--- config.mk ---
export PLATFORM = sky130hd
export DESIGN_NAME = lmt_out_fifo_flat
export DESIGN_NICKNAME = d
export VERILOG_FILES = /design/src/rtl/local_mean_threshold_3x3_macros.svh /design/src/rtl/lmt_pkg.sv /design/src/rtl/lmt_if.sv /design/src/rtl/lmt_out_fifo.sv /design/src/flat_wrapper.sv
export SDC_FILE = /design/constraint.sdc
export NUM_CORES = 1
export LEC_CHECK = 0
export ABC_AREA = 1
export BUFFER_PORTS_ARGS = -buffer_cell sky130_fd_sc_hd__buf_2
export CORE_MARGIN = 2
export CORE_UTILIZATION = 30
export DETAILED_ROUTE_END_ITERATION = 12
export PLACE_DENSITY = 0.59
export SETUP_SLACK_MARGIN = 0.3
export SLEW_MARGIN = 10
export SYNTH_ARGS = -nofsm -noshare
export SYNTH_HDL_FRONTEND = slang
export SYNTH_SLANG_ARGS = --single-unit
--- constraint.sdc ---
create_clock -name i_clk -period 1.6 [get_ports i_clk]
set_input_delay 0.32 -clock i_clk [delete_from_list [all_inputs] [get_ports i_clk]]
set_output_delay 0.32 -clock i_clk [all_outputs]
set_load 0.005 [all_outputs]
--- src/rtl/local_mean_threshold_3x3_macros.svh ---
// Assertion macros shared by the local mean threshold RTL.
`ifndef LOCAL_MEAN_THRESHOLD_3X3_MACROS_SVH
`define LOCAL_MEAN_THRESHOLD_3X3_MACROS_SVH

// Same-cycle implication, clocked on i_clk, off during reset.
`define LMT_ASSERT_IMPL(name, ante, cons) \
    name: assert property (@(posedge i_clk) disable iff (!i_rst_n) (ante) |-> (cons)) \
        else $error("lmt assertion failed (same cycle)");

// Next-cycle implication, clocked on i_clk, off during reset.
`define LMT_ASSERT_NEXT(name, ante, cons) \
    name: assert property (@(posedge i_clk) disable iff (!i_rst_n) (ante) |=> (cons)) \
        else $error("lmt assertion failed (next cycle)");

`endif

--- src/rtl/lmt_pkg.sv ---
// Package: constants and types of the local mean threshold block.
`timescale 1ns / 1ps
package lmt_pkg;

    localparam int PIX_W    = 16;
    localparam int SIDE_W   = 13;
    localparam int COL_W    = 12;
    localparam int MAX_SIDE = 4096;
    localparam int LB_DEPTH = 4096;
    localparam int ADDR_W   = 3;
    localparam int DATA_W   = 32;
    localparam int QDEPTH   = 4;
    localparam int QPTR_W   = 2;
    localparam int QCNT_W   = 3;

    localparam logic [SIDE_W-1:0] SIDE_RESET = SIDE_W'(4096);
    localparam logic [SIDE_W-1:0] SIDE_MAX   = SIDE_W'(MAX_SIDE);

    // register index, taken from paddr above the byte lane bits
    localparam logic [ADDR_W-3:0] REG_SIDE = '0;

    typedef struct packed {
        logic [SIDE_W-1:0] side;     // effective side, 1..MAX_SIDE
        logic              restart;  // side register written this cycle
    } t_cfg;

    typedef struct packed {
        logic [PIX_W-1:0] older;
        logic [PIX_W-1:0] middle;
    } t_lb_word;

    typedef struct packed {
        logic             rd_en;
        logic [COL_W-1:0] rd_addr;
        logic             wr_en;
        logic [COL_W-1:0] wr_addr;
        t_lb_word         wr_data;
    } t_lb_req;

    typedef struct packed {
        logic above_mean;
        logic last_of_run;
        logic frame_done;
    } t_result;

    typedef struct packed {
        logic [1:0] cnt;   // results pushed this cycle, 0..2
        t_result    res0;
        t_result    res1;
    } t_push;

endpackage

--- src/rtl/lmt_if.sv ---


interface lmt_res_if import lmt_pkg::*; ();
    logic valid;
    logic ready;
    logic above_mean;
    logic last_of_run;
    logic frame_done;

    modport source (output valid, above_mean, last_of_run, frame_done, input ready);
    modport sink   (input valid, above_mean, last_of_run, frame_done, output ready);
endinterface

--- src/rtl/lmt_out_fifo.sv ---
// Result queue: takes up to two results a cycle, delivers one per transaction.
`timescale 1ns / 1ps
module lmt_out_fifo import lmt_pkg::*; (
    input  logic      i_clk,
    input  logic      i_rst_n,
    input  t_push     i_push,
    output logic      o_space2,
    lmt_res_if.source o_res
);

    t_result           r_q [QDEPTH];
    logic [QPTR_W-1:0] r_wp;
    logic [QPTR_W-1:0] r_rp;
    logic [QCNT_W-1:0] r_count;
    logic              pop;

    assign pop = (r_count != '0) && o_res.ready;

    always_ff @(posedge i_clk) begin
        if (i_push.cnt != 2'd0) begin
            r_q[r_wp] <= i_push.res0;
        end
        if (i_push.cnt == 2'd2) begin
            r_q[r_wp + QPTR_W'(1)] <= i_push.res1;
        end
    end

    always_ff @(posedge i_clk) begin
        if (!i_rst_n) begin
            r_wp    <= '0;
            r_rp    <= '0;
            r_count <= '0;
        end else begin
            r_wp    <= r_wp + QPTR_W'(i_push.cnt);
            r_rp    <= r_rp + QPTR_W'(pop);
            r_count <= r_count + QCNT_W'(i_push.cnt) - QCNT_W'(pop);
        end
    end

    assign o_space2          = (r_count <= QCNT_W'(QDEPTH - 2));
    assign o_res.valid       = (r_count != '0);
    assign o_res.above_mean  = r_q[r_rp].above_mean;
    assign o_res.last_of_run = r_q[r_rp].last_of_run;
    assign o_res.frame_done  = r_q[r_rp].frame_done;

endmodule

--- src/flat_wrapper.sv ---
// flat-port wrapper written by rule: the top's interface ports become plain ports
module lmt_out_fifo_flat import lmt_pkg::*;
  (i_clk, i_rst_n, i_push, o_space2, o_res_valid, o_res_above_mean, o_res_last_of_run, o_res_frame_done, o_res_ready);
  lmt_res_if o_res_i ();
  input  logic i_clk;
  input  logic i_rst_n;
  input  t_push i_push;
  output logic o_space2;
  output wire logic [$bits(o_res_i.valid)-1:0] o_res_valid;
  output wire logic [$bits(o_res_i.above_mean)-1:0] o_res_above_mean;
  output wire logic [$bits(o_res_i.last_of_run)-1:0] o_res_last_of_run;
  output wire logic [$bits(o_res_i.frame_done)-1:0] o_res_frame_done;
  input wire logic [$bits(o_res_i.ready)-1:0] o_res_ready;
  assign o_res_valid = o_res_i.valid;
  assign o_res_above_mean = o_res_i.above_mean;
  assign o_res_last_of_run = o_res_i.last_of_run;
  assign o_res_frame_done = o_res_i.frame_done;
  assign o_res_i.ready = o_res_ready;
  lmt_out_fifo u_core (.i_clk(i_clk), .i_rst_n(i_rst_n), .i_push(i_push), .o_space2(o_space2), .o_res(o_res_i));
endmodule
-- Yosys cells after proc, flatten, opt, wreduce, memory -nomap -nowiden
Memories as Yosys holds them, arrays and structs flattened. A register that Yosys moved wholly into a read port is not among the register bits.
Index checks and enable logic that the tools add are counted.
- RAM bits: 12
- register bits after elaboration: 7
- output and inout port bits: 5
- input bits: 11
- memories: 1
- equal/unequal tests: 1
- reduce and logical (&&, ||, !) cells: 3
- add/subtract/negate cells: 5
- multiplexer cells: 5
- order comparisons: 1
- memory list (name ; words ; bits a word ; rd ports ; clocked after Yosys merged registers in ; write ports ; RTL line ; text):
    u_core.r_q ; 4 ; 3 ; 1 ; 1 ; 2 ; lmt_out_fifo.sv:11 ; t_result r_q [QDEPTH];
- operators with widths (cell ; count):
    two-way mux 1 bit ; 4
    adder 3 x 2 -> 3 bit ; 1
    <= comparator 3 x 2 -> 1 bit (second input constant) ; 1
    nonzero test 3 bit ; 1
    subtractor 3 x 1 -> 3 bit ; 1
    adder 2 x 1 -> 2 bit ; 1
    adder 2 x 1 -> 2 bit (second input constant) ; 1
    adder 2 bit ; 1
    == test 2 bit (second input constant) ; 1
    two-way mux 2 bit ; 1
    nonzero test 2 bit ; 1
    logical AND 1 bit ; 1

-- Depth between registers and ports, before layout
- depth in word-level cells: 4
- depth in mapped cells: 10
- mapped depth without buffers: 10

-- Worst setup path before layout
Ideal clock, no wire load.
- path type: reg-to-reg
- start point: register u_core.r_count[0]
- end point: register u_core.r_count[2]
- setup slack: -0.112 ns
- cell stages (with the launch flop): 11
- period minus slack after synthesis: 1.712 ns
- data required time: 1.487 ns
- path buffers: 0
- arrival: 1.599 ns
- path through: dfxtp_1 -> nor2_1 -> nand2_1 -> nand3_1 -> o21ai_0 -> ha_1 -> fa_1 -> xor2_1 -> nand2_1 -> nand2_1 -> nor2_1
- word-level cells in the longest chain between the ends: 3
- elaborated cells on any way between the ends: 4
- ends and longest elaborated chain (what ; RTL line ; text):
    from (decl) ; lmt_out_fifo.sv:14 ; logic [QCNT_W-1:0] r_count;
    from (signal assigned) ; lmt_out_fifo.sv:36 ; r_count <= r_count + QCNT_W'(i_push.cnt) - QCNT_W'(pop);
    nonzero test 3 bit ; -- ;
    net o_res_valid ; flat_wrapper.sv:9 ; output wire logic [$bits(o_res_i.valid)-1:0] o_res_valid;
    logical AND 1 bit ; lmt_out_fifo.sv:17 ; assign pop = (r_count != '0) && o_res.ready;
    subtractor 3 x 1 -> 3 bit ; lmt_out_fifo.sv:36 ;
The timed path passes the listed nets, and every way through them passes these cells.
A chain may end at the register's enable or synchronous reset.

-- Worst setup path after layout
- start point: register u_core.r_count[0]
- end point: register u_core.r_count[2]
- word-level cells in the longest chain between the ends: 3
- elaborated cells on any way between the ends: 4
- ends and longest elaborated chain (what ; RTL line):
    branches (longest 2 deep; another with adder 3 x 2 -> 3 bit) ; --
    subtractor 3 x 1 -> 3 bit (*) ; lmt_out_fifo.sv:36
Mark *: on every way between the ends.

==> out/qor.yml <==
outcome:
  status: "finished clean"
sta:
  relSlewSlack_pct: 68.9
  tightestPinTransition_ns: 0.462
  fmax_ghz: 0.627
  fin_crit_ns: 1.59
  rsz0062_at_grt: "true"
  report.final.slew_viol_count: 0
  period_share_pct: 99.7
  fin_setup_tns_ns: 0
  hold_viol_final: 0
  clock_skew_ns: 0.00201
  finalSetupViolCount: 0
synth:
  synthTopCellsByArea: "edfxtp_1 (35%), dfxtp_1 (14%), nand2_1 (8.5%), nor2_1 (5.1%), o21ai_1 (4.9%)"
  ys_seq_elements: 19
  avgSynthCellArea_um2: 8.96
  ys_types: 21
  syn_inst: 114
  netlist_area_um2: 1020
  synth_top_cell_by_area: "edfxtp_1"
  yosysWarnings: 0
  synth_top_area_share_pct: 35.3
  ys_seq_area_share_pct: 49.0
  syn_nets: 129
power:
  p_per_area_nw_per_um2: 1180
  p_total_mw: 1.61
  leakage_nw: 0.589
  peakVddDrop_mv: 0.290
  p_seq_share_pct: 43.1
  power.share.clock_pct: 14.5
  p_sw_mw: 0.558
  p_int_mw: 1.05
  combPwrFrac_pct: 42.4
  switching_share_pct: 34.6
clock_network:
  cts-root-buf: "clkbuf_4"
  cts_buffers: 3
  cts_hold_buffers: 0
  insertion_delay_ns: 0.30
  clock-sinks: 19
  clk_pin_slew_worst_paths_ns: 0.10
  clockBufferDepth: 2
  h-tree-depth: 1
  tritoncts: "built"
placement:
  gp_congestion: 0.830
  hpwl_um: 1560
  io_buffer_count: 15
  place_inst: 181
die:
  initial_core_util_pct: 30.8
  die_x_um: 62.3
  coreArea_um2: 3310
  ioPinCount: 16
  dieArea_um2: 3890
  die_h_um: 62.3
  placementRows: 21
worst_hold_path:
  hp-class: "in2reg"
finish:
  nets: 158
  multiInputGateArea_um2: 538
  fillerInstances: 342
  synthToLayoutAreaGrowth_pct: 33.3
  drive_above_1_share_pct: 45.8
  ff_latch_area_um2: 510
  fin_cells: 188
  antenna_cells: 0
  utilization_pct: 41.1
setup_path:
  cp-start-kind: "flip-flop"
  end_kind: "flip-flop"
  cp_data_arrival_time_ns: 1.80
  crit_fanout: 3
  crit_type: "reg2reg"
  cp.required_ns: 1.80
drt:
  ant_nets: 0
  drc_errors: 0
  drtIter0Drc: 28
  dr.pass1.iters: 4
  routed_wl_um: 2020
  via_count: 860
  vias_per_cell: 4.57
  drt-wirelength-per-cell_um: 10.7
grt:
  grt_pass1_wl_um: 3490
  antenna_found_initial: 0
  gr-total-overflow: 0
  grt_max_degree: 12
  track_usage_pct: 11.5
  grt_pass1_vias: 795
job:
  maxCapViolations: 0
## metal layers
| layer | GRT usage (%) | up-vias | part of all wire (%) |
|---|---|---|---|
| met5 | 0 | - | 0 |
| met4 | 6.67 | 0 | 1.5 |
| met3 | 1.27 | 4 | 3.3 |
| met2 | 20.5 | 12 | 56 |
| met1 | 13.2 | 401 | 39 |
| li1 | - | 443 | - |
## synthesized netlist by cell type
cell / number
nand3_4: 2
o31ai_1: 4
buf_2: 1
xnor2_1: 1
o21ai_1: 10
xor2_1: 1
a21oi_1: 2
nand4_1: 1
ha_1: 3
nand3_2: 2
dfxtp_1: 7
inv_2: 3
nor2_1: 14
o21ai_0: 9
nand2_1: 23
nand3_1: 2
edfxtp_1: 12
nor2_8: 1
o22ai_1: 3
fa_1: 1
inv_1: 12
## power groups by stage
stage / clock network, mW / registers (mW) / logic (mW)
floorplan: 0 / 0.653 / 0.335
global placement: 0 / 0.671 / 0.495
detailed placement: 0 / 0.675 / 0.520
CTS: 0.238 / 0.687 / 0.603
global route: 0.274 / 0.706 / 0.764
finish: 0.234 / 0.694 / 0.684
## final cells by class
class,instances,area share (%)
flip-flops and latches,19,37.5
well taps,46,4.23
multi-input cells,79,39.5
inverters,15,4.69
clock inverters,1,0.368
repair buffers,25,12.0
clock buffers,3,1.65
## state kept, by name (all words and copies together), names as in the netlist
register        cells
u_core.r_count      3
u_core.r_wp         2
u_core.r_rp         2
u_core.r_q         12
## path summary, 6_finish.rpt
check                                                   from                            to  slack (ns)  depth (start not counted)
worst max-delay path            u_core.r_count[0]$_SDFF_PN0_  u_core.r_count[2]$_SDFF_PN0_       0.005                         10
worst min-delay path                                 i_rst_n     u_core.r_wp[0]$_SDFF_PN0_        0.30                          3
worst max register to register  u_core.r_count[0]$_SDFF_PN0_  u_core.r_count[2]$_SDFF_PN0_       0.005                         10
worst min register to register     u_core.r_rp[1]$_SDFF_PN0_     u_core.r_rp[1]$_SDFF_PN0_        0.61                          3
## cells in the final DEF, fill, tap and decap left out
cell and n:
a21oi_1 2, buf_2 14, buf_4 8, buf_6 3
clkbuf_4 3, clkinv_2 1, dfxtp_1 1, dfxtp_2 5
dfxtp_4 1, edfxtp_1 12, fa_2 1, ha_1 2
ha_2 1, inv_1 9, inv_2 5, inv_8 1
nand2_1 22, nand2_2 1, nand3_1 1, nand3_2 3
nand3_4 2, nand4_1 1, nor2_1 9, nor2_2 3
nor2_4 2, nor2_8 1, o21ai_0 2, o21ai_1 10
o21ai_2 7, o22ai_1 1, o22ai_2 2, o31ai_1 3
o31ai_2 1, xnor2_1 1, xor2_1 1
## stage by stage
stage / hold slack [ns] / setup slack, ns / cell area, µm²
after CTS: 0.305 / -0.00857 / 1300
after floorplan: 0.413 / 0.0138 / 1040
final: 0.298 / 0.00508 / 1360
after global placement: 0.546 / 0.0271 / 1220
after detailed placement: 0.584 / -0.0195 / 1220
after global routing: 0.294 / -0.0864 / 1360
## critical path, stage by stage (launching register included)
cell     delay (ns)
dfxtp_1        0.35
nor2_2         0.09
nand2_2        0.06
nand3_2        0.08
o21ai_2        0.06
ha_2           0.17
fa_2           0.33
xor2_1         0.17
nand2_1        0.07
nand2_1        0.07
nor2_2         0.04
## kinds of logic after synthesis
logic type | count (synthesis) | synth area share (%)
AOI/OAI and AO/OA | 28 | 15.1
xor gates and xnor gates | 2 | 1.72
adders and majority gates | 4 | 5.64
DFF | 19 | 49.0
and+or+nand+nor | 45 | 22.5
buffers and inverters | 16 | 6.00
## what timing repair did
| item | CTS | global route |
|---|---|---|
| pin swaps | 7 | 4 |
| setup buffers | 2 | 1 |
| gates resized for setup | 23 | 14 |
| setup endpoints to repair | 13 | 7 |
Power figures use the tool's default switching activity.
