`config.mk`:
```
export PLATFORM = sky130hd
export DESIGN_NAME = lmt_cfg
export DESIGN_NICKNAME = d
export VERILOG_FILES = /design/src/rtl/local_mean_threshold_3x3_macros.svh /design/src/rtl/lmt_pkg.sv /design/src/rtl/lmt_cfg.sv
export SDC_FILE = /design/constraint.sdc
export NUM_CORES = 1
export LEC_CHECK = 0
export BUFFER_PORTS_ARGS = -buffer_cell sky130_fd_sc_hd__buf_2
export CAP_MARGIN = 5
export CELL_PAD_IN_SITES_DETAIL_PLACEMENT = 1
export CELL_PAD_IN_SITES_GLOBAL_PLACEMENT = 2
export CORE_MARGIN = 5
export CORE_UTILIZATION = 15
export DETAILED_ROUTE_END_ITERATION = 8
export PLACE_DENSITY_LB_ADDON = 0.3
export SYNTH_ARGS = -nofsm -noshare
export SYNTH_HDL_FRONTEND = slang
export SYNTH_SLANG_ARGS = --single-unit
```
`constraint.sdc`:
```
create_clock -name i_clk -period 1.2 [get_ports i_clk]
set_clock_uncertainty 0.1 [all_clocks]
set_input_delay 0.24 -clock i_clk [delete_from_list [all_inputs] [get_ports i_clk]]
set_output_delay 0.24 -clock i_clk [all_outputs]
set_load 0.05 [all_outputs]
```
`src/rtl/local_mean_threshold_3x3_macros.svh`:
```
// Assertion macros shared by the local mean threshold RTL.
`ifndef LOCAL_MEAN_THRESHOLD_3X3_MACROS_SVH
`define LOCAL_MEAN_THRESHOLD_3X3_MACROS_SVH

// Same-cycle implication, clocked on i_clk, off during reset.
`define LMT_ASSERT_IMPL(name, ante, cons) \
    name: assert property (@(posedge i_clk) disable iff (!i_rst_n) (ante) |-> (cons)) \
        else $error("lmt assertion failed (same cycle)");

// Next-cycle implication, clocked on i_clk, off during reset.
`define LMT_ASSERT_NEXT(name, ante, cons) \
    name: assert property (@(posedge i_clk) disable iff (!i_rst_n) (ante) |=> (cons)) \
        else $error("lmt assertion failed (next cycle)");

`endif

```
`src/rtl/lmt_pkg.sv`:
```
// Package: constants and types of the local mean threshold block.
`timescale 1ns / 1ps
package lmt_pkg;

    localparam int PIX_W    = 16;
    localparam int SIDE_W   = 13;
    localparam int COL_W    = 12;
    localparam int MAX_SIDE = 4096;
    localparam int LB_DEPTH = 4096;
    localparam int ADDR_W   = 3;
    localparam int DATA_W   = 32;
    localparam int QDEPTH   = 4;
    localparam int QPTR_W   = 2;
    localparam int QCNT_W   = 3;

    localparam logic [SIDE_W-1:0] SIDE_RESET = SIDE_W'(4096);
    localparam logic [SIDE_W-1:0] SIDE_MAX   = SIDE_W'(MAX_SIDE);

    // register index, taken from paddr above the byte lane bits
    localparam logic [ADDR_W-3:0] REG_SIDE = '0;

    typedef struct packed {
        logic [SIDE_W-1:0] side;     // effective side, 1..MAX_SIDE
        logic              restart;  // side register written this cycle
    } t_cfg;

    typedef struct packed {
        logic [PIX_W-1:0] older;
        logic [PIX_W-1:0] middle;
    } t_lb_word;

    typedef struct packed {
        logic             rd_en;
        logic [COL_W-1:0] rd_addr;
        logic             wr_en;
        logic [COL_W-1:0] wr_addr;
        t_lb_word         wr_data;
    } t_lb_req;

    typedef struct packed {
        logic above_mean;
        logic last_of_run;
        logic frame_done;
    } t_result;

    typedef struct packed {
        logic [1:0] cnt;   // results pushed this cycle, 0..2
        t_result    res0;
        t_result    res1;
    } t_push;

endpackage

```
`src/rtl/lmt_cfg.sv`:
```
// APB register file: side length register and its clamped effective value.
`timescale 1ns / 1ps
module lmt_cfg import lmt_pkg::*; (
    input  logic              i_clk,
    input  logic              i_rst_n,
    input  logic              psel,
    input  logic              penable,
    input  logic              pwrite,
    input  logic [ADDR_W-1:0] paddr,
    input  logic [DATA_W-1:0] pwdata,
    output logic [DATA_W-1:0] prdata,
    output logic              pready,
    output t_cfg              o_cfg
);

    logic [SIDE_W-1:0] r_side;
    logic              sel_side;
    logic              wr_side;

    assign pready   = 1'b1;
    assign sel_side = (paddr[ADDR_W-1:2] == REG_SIDE);
    assign wr_side  = psel && penable && pwrite && pready && sel_side;

    always_ff @(posedge i_clk) begin
        if (!i_rst_n) begin
            r_side <= SIDE_RESET;
        end else if (wr_side) begin
            r_side <= pwdata[SIDE_W-1:0];
        end
    end

    assign prdata = sel_side ? DATA_W'(r_side) : '0;

    // zero reads as one, anything past the line buffer depth as the depth
    always_comb begin
        if (r_side == '0) begin
            o_cfg.side = SIDE_W'(1);
        end else if (r_side > SIDE_MAX) begin
            o_cfg.side = SIDE_MAX;
        end else begin
            o_cfg.side = r_side;
        end
        o_cfg.restart = wr_side;
    end

endmodule

```
# ---- Word-level counts from Yosys, hierarchy flattened
# Cells that the tools add are included.
# Widths: inputs -> output; s select.
dict set report classes {
  n_lt_le_gt_ge 1
  muxes 3
  n_bitwise 1
  reduce_logical 4
}
# operator count
set op_table {}
lappend op_table {{$mux 13} 3}
lappend op_table {{$gt 13x13->1 const B} 1}
lappend op_table {{$logic_not 13->1} 1}
lappend op_table {{$logic_and 1x1->1} 3}
lappend op_table {{$not 1->1} 1}
dict set report word_totals {
  regBits 13
  inputBits 40
  out_inout_bits 47
  wordCells 10
}

# ---- Depth between registers and ports, before layout
# Gate-level depths: netlist of run 1.
dict set report logic_depth {
  ltp_word 3
  mapped_depth 5
  mapped_depth_nobuf 4
}

# ---- Least setup slack after synthesis of run 1
# OpenSTA, ideal clock, no wires.
dict set report synth_path {
  path_type {register to output}
  startpoint {reg r_side[10]}
  endpoint {out o_cfg[1] in the netlist's numbering}
  arrival_time_ns 1.322
  t_required_ns 0.860
  path_slack_ns -0.462
  path_stages_with_launch 4
  path_buffers 0
  cell_sequence {dfxtp_1 nor4_1 a31oi_1 nor2_1}
}
# element line
set synth_rtl {}
lappend synth_rtl {{from (decl)} lmt_cfg.sv:16} ;# logic [SIDE_W-1:0] r_side;
lappend synth_rtl {{from (signal assigned)} lmt_cfg.sv:28} ;# r_side <= pwdata[SIDE_W-1:0];
lappend synth_rtl {{to (decl)} lmt_cfg.sv:13} ;# output t_cfg o_cfg

==> results of run 1 <==
[layer usage]
| metal | track usage [%] | vias up | wire length [um] |
|---|---|---|---|
| li1 | - | 441 | - |
| met3 | 2.176 | 2 | 216 |
| met4 | 1.674 | 0 | 18 |
| met5 | 0 | - | 0 |
| met1 | 9.690 | 412 | 1265 |
| met2 | 15.82 | 36 | 1868 |
[synthesized netlist by cell type]
cell type   n  area (um^2)
nor3_1      1        5.000
inv_4       1        6.260
nor4_1      2        12.51
nand2_1    26        97.59
buf_4      21        157.7
a21boi_0    3        22.52
buf_6       2        22.52
nand4b_4    1        23.77
dfxtp_1    13        260.3
a21boi_2    8        90.09
clkbuf_1    4        15.01
a31oi_1     1        6.260
a21boi_1    1        7.510
and2b_2     3        26.28
nor2b_1    21        131.4
nand3_1     1        5.000
nor2_1      1        3.750
conb_1      2        7.510
[logic make-up after synthesis]
kind of cell	after synthesis	synth area share, %
other	2	0.8336
flip-flops	13	28.89
AND/OR/NAND/NOR	56	33.89
buffers and inverters	28	22.36
AO/OA/AOI/OAI	13	14.03
[final timing paths]
kind	startpoint	end	slack, ns	depth (start not counted)
setup reg to reg	r_side[8]	r_side[8]	0.25	4
hold reg to reg	r_side[0]	r_side[0]	0.41	2
setup / recovery	r_side[8]	o_cfg[1]	-0.44	4
hold / removal	pwdata[12]	r_side[12]	0.12	3
[stage by stage]
step	util [%]	instance area [um^2]	total power, W	worst slack (ns)
after detailed placement	23.66	1393	0.0008100	-0.3026
after CTS	29.80	1754	0.001240	-0.4415
after floorplan	-	1107	0.0007736	-0.1944
after global routing	31.42	1849	0.001284	-0.4884
after global placement	23.66	1393	0.0008066	-0.3096
final	31.42	1849	0.001238	-0.4407
[critical path, stage by stage (launching register included)]
cell	delay, ns
dfxtp_4	0.35
nor4_4	0.28
a31oi_2	0.15
nor2_4	0.12
buf_8	0.15
[repair_timing]
action,4_1_cts,5_1_grt
pin swaps,2,2
buffers inserted,2,9
setup endpoints to repair,27,27
gates resized for setup,99,19
[power by group through the flow]
stage               Sequential (W)  Clock [W]  Combinational [W]
floorplan                 0.000458          0           0.000315
finish                    0.000445   0.000386           0.000406
CTS                       0.000453   0.000399           0.000389
global route              0.000447   0.000411           0.000426
detailed placement        0.000459          0           0.000351
global placement          0.000459          0           0.000348
[layout make-up]
class / count / area, um^2
Timing Repair Buffer: 70 / 703.2
Sequential cell: 13 / 291.5
Inverter: 1 / 6.256
Clock buffer: 4 / 45.04
Multi-Input combinational cell: 89 / 709.4
Tap cell: 75 / 93.84
Fill cell: 679 / 4036
==> impl_results.md, run 1 <==
- CP Launch Type: flop
- CTS Buf Count: 3
- Most frequent cells in the layout: 28 x buf_6, 26 x nand2_1, 21 x nor2b_4
- IO buf count: 45
- CTS Sinks: 13
- Vias: 891
- Placed cell count: 243
- Sw frac: 35.09%
- Leak: 0.7525 nW
- Hold_ws: 0.1208 ns
- Most common cell after layout, fill and taps aside: buf_6
- Clock Power Share: 31.2%
- Power Dens Cells: 669.2 nW/um^2
- DIE HEIGHT: 87.50 um
- Fin worst setup slack: -0.4407 ns
- Final setup violation count: 26
- Placed wire-length estimate: 2571 um
- Violated checks: setup timing
- Final min period: 1.641 ns
- Arr. time, crit path: 1.30 ns
- Max-cap viol count: 0
- Yosys Warn Count: 0
- Antenna cells: 0
- Slew Limit Fails: 0
- Sequential element share of the synthesized area: 28.89%
- Final non-filler cell total: 252
- Area growth, synth to finish: 105.3%
- TritonCTS clock tree: built
- Initial Util: 15.31%
- Clock Root Buffer: clkbuf_8
- Register bank with the most flops: r_side
- Int Power: 0.0008033 W
- Final hold violations: 0
- H-tree depth: 1
- Row cnt: 28
- RSZ-0062 raised after global routing: true
- CP required: 0.86 ns
- Switch Pwr: 0.0004343 W
- Fin crit share: 136.7%
- DRC violations left: 0
- Cells after Synth: 112
- Largest net degree at the start of global routing: 14
- Status: finished with violations
- Core Area: 5886 um^2
- Final setup TNS: -3.930 ns
- Comb power frac: 32.8%
- Vias in the first global route: 1008
- Maximum net fanout on the critical path: 2
- Seq pwr share: 36.0%
- WL final: 3368 um
- First-pass GRT wire length: 5064 um
- First-pass DRT Iterations: 4
- Seq cells post-synth: 13
- Worst-path clk slew: 0.05 ns
- Critical path class: flop to output pin
- Chip Width: 87.50 um
- Regs by FF count: r_side x13
- Type of the tightest min-delay check: primary input to flop
- Hold Buf Count CTS: 0
- Worst VDD drop: 254.0 uV
- DR vias/cell: 3.536
- Clk buf depth: 2
- Mean Syn Cell Area: 8.043 um^2
- Share of layout cells above drive strength 1: 70.06%
- Drt wl/cell: 13.37 um
- Total grt overflow: 0
- FMAX: 0.6095 GHz
- Clock latency at the later pin of the worst-skew pair: 0.24 ns
- Antenna-violating nets left: 0
- Yosys cell types: 18
- Die area: 7655 um^2
- Crit end category: output pin
- # IOs: 87
- Number of flip-flops under the largest register name: 13
- Iter 0 DRT Violations: 7
- Initial antenna violation count: 0
- Tot GR Track Use: 8.502%
- Final #Nets: 218
- RD Place Congestion: 0.7444
- Cell Area, Synth: 900.9 um^2
Power figures use the tool's default switching activity.
==> run 2: changes to the inputs <==
--- a/config.mk
+++ b/config.mk
@@ -13,6 +13,7 @@
 export CORE_UTILIZATION = 15
 export DETAILED_ROUTE_END_ITERATION = 8
 export PLACE_DENSITY_LB_ADDON = 0.3
+export SKIP_LAST_GASP = 1
 export SYNTH_ARGS = -nofsm -noshare
 export SYNTH_HDL_FRONTEND = slang
 export SYNTH_SLANG_ARGS = --single-unit
==> constraint.sdc (replaced) <==
create_clock -name i_clk -period 1.2 [get_ports i_clk]
set_clock_uncertainty 0.1 [all_clocks]
set_input_delay 0.18 -clock i_clk [delete_from_list [all_inputs] [get_ports i_clk]]
set_output_delay 0.18 -clock i_clk [all_outputs]
set_load 0.05 [all_outputs]
==> run 2 against run 1 <==
  * The run still ends with setup timing left
  * Non-clock buffer count up 1
  * Die area unchanged
  * Clock power grew 5.2%
  * Critical path depth is the same
  * Maximum frequency up 3.9%
  * Total power rose by 2.1%
  * Global-route usage up 0.28 points
  * Routed wire length up 2.7%
  * Largest power group unchanged
==> impl_results.md, run 2 (synthesis gave the netlist of run 1 again) <==
- Design area: 1892 um^2 (was 1849 um^2)
- Tot GR Track Use: 8.786% (was 8.502%)
- Seq pwr share: 35.5% (was 36.0%)
- Placed cell count: 241 (was 243)
- Crit end category: output pin (unchanged)
- Regs by FF count: r_side x13 (unchanged)
- Final min period: 1.579 ns (was 1.641 ns)
- RD Place Congestion: 0.7307 (was 0.7444)
- Placed cell area: 1323 um^2 (was 1393 um^2)
- Number of flip-flops under the largest register name: 13 (unchanged)
- Initial Util: 15.31% (unchanged)
- Dpl ws: -0.2907 ns (was -0.3026 ns)
- DR vias/cell: 3.573 (was 3.536)
- Status: finished with violations (unchanged)
- Hold_ws: 0.05846 ns (was 0.1208 ns)
- CTS Sinks: 13 (unchanged)
- Vias in the first global route: 1001 (was 1008)
- Initial antenna violation count: 0 (unchanged)
- Violated checks: setup timing (unchanged)
- Antenna cells: 0 (unchanged)
- IO buf count: 45 (unchanged)
- Leak: 0.7715 nW (was 0.7525 nW)
- Most frequent cells in the layout: 26 x nand2_1, 24 x buf_6, 20 x nor2b_4, 20 x conb_1, 18 x buf_2 (was 28 x buf_6, 26 x nand2_1, 21 x nor2b_4)
- Register bank with the most flops: r_side (unchanged)
- Total grt overflow: 0 (unchanged)
- RSZ-0062 raised after global routing: true (unchanged)
- Chip Width: 87.50 um (unchanged)
- # IOs: 87 (unchanged)
- Type of the tightest min-delay check: primary input to flop (unchanged)
- Iter 0 DRT Violations: 17 (was 7)
- First-pass GRT wire length: 5154 um (was 5064 um)
- WL final: 3460 um (was 3368 um)
- Critical path class: flop to output pin (unchanged)
- Final non-filler cell total: 253 (was 252)
- Arr. time, crit path: 1.30 ns (about the same)
- Final setup TNS: -3.150 ns (was -3.930 ns)
- TritonCTS clock tree: built (unchanged)
- Clock Root Buffer: clkbuf_8 (unchanged)
- Final #Nets: 219 (was 218)
- Clock Power Share: 32.1% (was 31.2%)
- Sw frac: 35.95% (was 35.09%)
- Comb power frac: 32.4% (was 32.8%)
- DRC violations left: 0 (unchanged)
- Max-cap viol count: 0 (unchanged)
- Switch Pwr: 0.0004541 W (was 0.0004343 W)
- Fin crit share: 131.6% (was 136.7%)
- CP required: 0.92 ns (was 0.86 ns)
- Hold Buf Count CTS: 0 (unchanged)
- Most common cell after layout, fill and taps aside: nand2_1 (was buf_6)
- Clock latency at the later pin of the worst-skew pair: 0.24 ns (about the same)
- Share of layout cells above drive strength 1: 70.22% (was 70.06%)
- Slew Limit Fails: 0 (unchanged)
- Placed wire-length estimate: 2504 um (was 2571 um)
- Worst-path clk slew: 0.06 ns (was 0.05 ns)
- FMAX: 0.6334 GHz (was 0.6095 GHz)
- Area growth, synth to finish: 110.0% (was 105.3%)
- Die area: 7655 um^2 (unchanged)
- CP Launch Type: flop (unchanged)
- Final hold violations: 0 (unchanged)
- Core Area: 5886 um^2 (unchanged)
- Fillers: 673 (was 679)
- Maximum net fanout on the critical path: 2 (unchanged)
- Fin worst setup slack: -0.3789 ns (was -0.4407 ns)
- Drt wl/cell: 13.68 um (was 13.37 um)
- Vias: 904 (was 891)
- Largest net degree at the start of global routing: 14 (unchanged)
- H-tree depth: 1 (unchanged)
- First-pass DRT Iterations: 3 (was 4)
- Antenna-violating nets left: 0 (unchanged)
- Int Power: 0.0008090 W (was 0.0008033 W)
- DIE HEIGHT: 87.50 um (unchanged)
- Clk buf depth: 2 (unchanged)
- Power Dens Cells: 667.7 nW/um^2 (was 669.2 nW/um^2)
- Worst VDD drop: 294.8 uV (was 254.0 uV)
- Row cnt: 28 (unchanged)
- CTS Buf Count: 3 (unchanged)
- Final setup violation count: 26 (unchanged)
## run 2: cell count changes in the layout (fill, tap and decap cells not counted)
| cell | delta |
|---|---|
| buf_2 | +1 |
| dfxtp_2 | +1 |
| nor2b_4 | -1 |
| buf_8 | +3 |
| buf_6 | -4 |
| buf_4 | -3 |
| buf_12 | +3 |
| nor2b_2 | +1 |
| dfxtp_4 | -1 |
| clkbuf_4 | +1 |
## run 2: timing repair
action,CTS,global route
pin swaps,2,1
buffers inserted,6,6
hold endpoints to repair,0,0
gates resized for setup,106,33
gates cloned,1,0
setup endpoints to repair,26,27
## run 2: final timing paths
check             startpoint    endpoint  slack [ns]  cells after the start
setup reg to reg   r_side[8]   r_side[8]        0.05                      5
setup / recovery   r_side[7]    o_cfg[1]       -0.38                      4
hold reg to reg    r_side[0]   r_side[0]        0.41                      2
hold / removal    pwdata[12]  r_side[12]        0.06                      3
## run 2: final cells by class
cell class              instances  area, um^2  area share (%)
multi-input cells              89       704.4           37.24
flip-flops and latches         13       289.0           15.28
inverters                       1       6.256          0.3307
well taps                      75       93.84           4.960
repair buffers                 71       753.2           39.81
clock buffers                   4       45.04           2.381
## run 2: routing by layer
layer | vias up | track usage [%] | part of all wire, % | routed length (um)
met5 | - | 0 | 0 | 0
met2 | 28 | 16.44 | 56 | 1943
met3 | 2 | 2.271 | 6.0 | 207
li1 | 442 | - | - | -
met4 | 0 | 2.510 | 0.72 | 25
met1 | 432 | 9.612 | 37 | 1284
## run 2: critical path, stage by stage (launching register included)
cell and delay, ns:
dfxtp_2 0.34, nor4_4 0.30, a31oi_2 0.15, nor2_4 0.11
buf_8 0.15
## run 2: power groups by stage
stage	clock, W	sequential [W]	combinational, W
2_1_floorplan	0	0.000459	0.000303
3_3_place_gp	0	0.000459	0.000331
3_5_place_dp	0	0.000460	0.000333
4_1_cts	0.000416	0.000451	0.000394
5_1_grt	0.000443	0.000449	0.000430
6_report	0.000406	0.000448	0.000409
## run 2: metrics by stage
stage	utilization [%]	total power (W)
global placement	22.47	0.0007901
CTS	30.25	0.001261
finish	32.14	0.001263
floorplan	-	0.0007610
global route	32.14	0.001322
detailed placement	22.47	0.0007930
==> run 3: changes to the inputs <==
--- a/config.mk
+++ b/config.mk
@@ -11,6 +11,7 @@
 export CELL_PAD_IN_SITES_GLOBAL_PLACEMENT = 2
 export CORE_MARGIN = 5
 export CORE_UTILIZATION = 15
+export CTS_BUF_LIST = sky130_fd_sc_hd__clkbuf_16
 export DETAILED_ROUTE_END_ITERATION = 8
 export PLACE_DENSITY_LB_ADDON = 0.3
 export SKIP_LAST_GASP = 1
==> run 3 against run 2 <==
  * The run still ends with setup timing left
  * Sequential share of layout area is 0.58 points lower
  * Critical endpoint unchanged
  * Non-clock buffer count increased by 2
  * Highest routed layer unchanged
  * Die area unchanged
  * Critical path type unchanged
==> impl_results.md, run 3 (synthesis gave the netlist of run 1 again) <==
- Status: finished with violations (unchanged)
- Violated checks: setup timing (unchanged)
- Critical path class: flop to output pin (unchanged)
- Type of the tightest min-delay check: primary input to flop (unchanged)
- Core Area: 5886 um^2 (unchanged)
- Number of flip-flops under the largest register name: 13 (unchanged)
- Fin worst setup slack: -0.3825 ns (was -0.3789 ns)
- WL final: 3479 um (was 3460 um)
- Worst path slowest cell: dfxtp_2 (unchanged)
- Critical-path cell list: nor4_2 > a31oi_2 > nor2_4 > buf_6 (was nor4_4 > a31oi_2 > nor2_4 > buf_8)
- CP required: 0.92 ns (about the same)
- Placed wire-length estimate: 2504 um (unchanged)
- TritonCTS clock tree: built (unchanged)
- Chip Width: 87.50 um (unchanged)
- Initial Util: 15.31% (unchanged)
- Clock Root Buffer: clkbuf_16 (was clkbuf_8)
- Area of the multi-input gates: 695.7 um^2 (was 704.4 um^2)
- CTS Buf Count: 3 (unchanged)
- Most common cell after layout, fill and taps aside: buf_6 (was nand2_1)
- Fin crit share: 131.9% (was 131.6%)
- Final min period: 1.582 ns (was 1.579 ns)
- IO buf count: 45 (unchanged)
- Crit end category: output pin (unchanged)
- Hold_ws: 0.06288 ns (was 0.05846 ns)
- DIE HEIGHT: 87.50 um (unchanged)
- CTS Sinks: 13 (unchanged)
- DR vias/cell: 3.635 (was 3.573)
- Row cnt: 28 (unchanged)
- Leak: 0.7912 nW (was 0.7715 nW)
- Power Dens Cells: 775.1 nW/um^2 (was 667.7 nW/um^2)
- FF/Latch Area: 281.5 um^2 (was 289.0 um^2)
- Die area: 7655 um^2 (unchanged)
- RSZ-0062 raised after global routing: true (unchanged)
- First-pass GRT wire length: 5037 um (was 5154 um)
- Worst VDD drop: 404.4 uV (was 294.8 uV)
- Iter 0 DRT Violations: 20 (was 17)
- DRC violations left: 0 (unchanged)
- Fillers: 683 (was 673)
- First-pass DRT Iterations: 2 (was 3)
- Final setup violation count: 26 (unchanged)
- Max-cap viol count: 0 (unchanged)
- Most frequent cells in the layout: 27 x buf_6, 26 x nand2_1, 20 x nor2b_4, 20 x conb_1, 18 x buf_2 (was 26 x nand2_1, 24 x buf_6, 20 x nor2b_4, 20 x conb_1, 18 x buf_2)
- Arr. time, crit path: 1.30 ns (about the same)
- Worst-path clk slew: 0.05 ns (was 0.06 ns)
- Drt wl/cell: 13.64 um (was 13.68 um)
- Delay of the slowest cell on the worst path: 0.32 ns (was 0.34 ns)
- # IOs: 87 (unchanged)
- Antenna cells: 0 (unchanged)
- Tot GR Track Use: 8.534% (was 8.786%)
- Maximum net fanout on the critical path: 2 (unchanged)
- RD Place Congestion: 0.7307 (unchanged)
- Vias in the first global route: 977 (was 1001)
- FMAX: 0.6319 GHz (was 0.6334 GHz)
- Final #Nets: 221 (was 219)
- Regs by FF count: r_side x13 (unchanged)
- Clk buf depth: 2 (unchanged)
- Slew Limit Fails: 0 (unchanged)
- Area growth, synth to finish: 112.6% (was 110.0%)
- Clock latency at the later pin of the worst-skew pair: 0.24 ns (about the same)
- Initial antenna violation count: 0 (unchanged)
- Total power: 0.001485 W (was 0.001263 W)
- CP Launch Type: flop (unchanged)
- H-tree depth: 1 (unchanged)
- Share of layout cells above drive strength 1: 70.56% (was 70.22%)
- Antenna-violating nets left: 0 (unchanged)
- Vias: 927 (was 904)
- Largest net degree at the start of global routing: 14 (unchanged)
- Register bank with the most flops: r_side (unchanged)
- Total grt overflow: 0 (unchanged)
- Final hold violations: 0 (unchanged)
[run 3: cell count changes in the layout (fill, tap and decap cells not counted)]
cell | before | now
nor4_2 | 0 | 1
nor4_4 | 2 | 1
clkbuf_8 | 3 | 0
dfxtp_2 | 8 | 11
buf_12 | 5 | 4
clkbuf_1 | 1 | 0
buf_8 | 15 | 14
buf_6 | 24 | 27
buf_4 | 8 | 9
inv_1 | 0 | 1
dfxtp_4 | 5 | 2
clkbuf_16 | 0 | 3
[run 3: area by class of cell]
type	instances	share of cell area (%)
Multi-Input combinational cell	89	36.32
Inverter	1	0.3266
Tap cell	75	4.899
Sequential cell	13	14.70
Clock buffer	3	3.919
Timing Repair Buffer	73	39.65
Clock inverter	1	0.1960
[run 3: timing repair]
item / 4_1_cts / 5_1_grt
endpoints found under the setup margin: 26 / 27
gates cloned: 1 / 0
setup buffers: 6 / 10
resized for setup: 107 / 28
hold buffers: 0 / 0
pin swaps: 2 / 2
[run 3: through the flow]
step / setup TNS [ns] / cell area [um^2] / utilization, % / worst slack [ns] / std cells
floorplan: -1.785 / 1049 / - / -0.1572 / 130
global placement: -0.2720 / 1323 / 22.47 / -0.2720 / 241
detailed placement: -0.3463 / 1323 / 22.47 / -0.2907 / 241
CTS: -3.774 / 1819 / 30.91 / -0.3877 / 251
global route: -3.573 / 1916 / 32.55 / -0.4361 / 255
finish: -2.705 / 1916 / 32.55 / -0.3825 / 255
[run 3: worst paths after layout]
check | from | slack [ns] | end | depth (start not counted)
min | pwdata[12] | 0.06 | r_side[12] | 3
min reg2reg | r_side[0] | 0.41 | r_side[0] | 2
max reg2reg | r_side[8] | 0.06 | r_side[8] | 5
max | r_side[10] | -0.38 | o_cfg[1] | 4
[run 3: critical path: cells and delay by family (launching register included)]
family          cells  cell delay [ns]
compound gates      1             0.16
buf+inv             1             0.16
flops               1             0.32
simple gates        2             0.42
[run 3: power by group]
part	switching, W	leakage (nW)	total [W]	internal (W)
logic	0.000270	0.638	0.000409	0.000139
registers	0.0000120	0.111	0.000453	0.000441
clock network	0.000183	0.0423	0.000623	0.000440
[run 3: layer usage]
layer | track usage, % | vias to the layer above | share of wire, %
li1 | - | 451 | -
met4 | 2.510 | 0 | 0.72
met2 | 15.62 | 28 | 57
met1 | 9.556 | 446 | 37
met5 | 0 | - | 0
met3 | 2.271 | 2 | 6.0
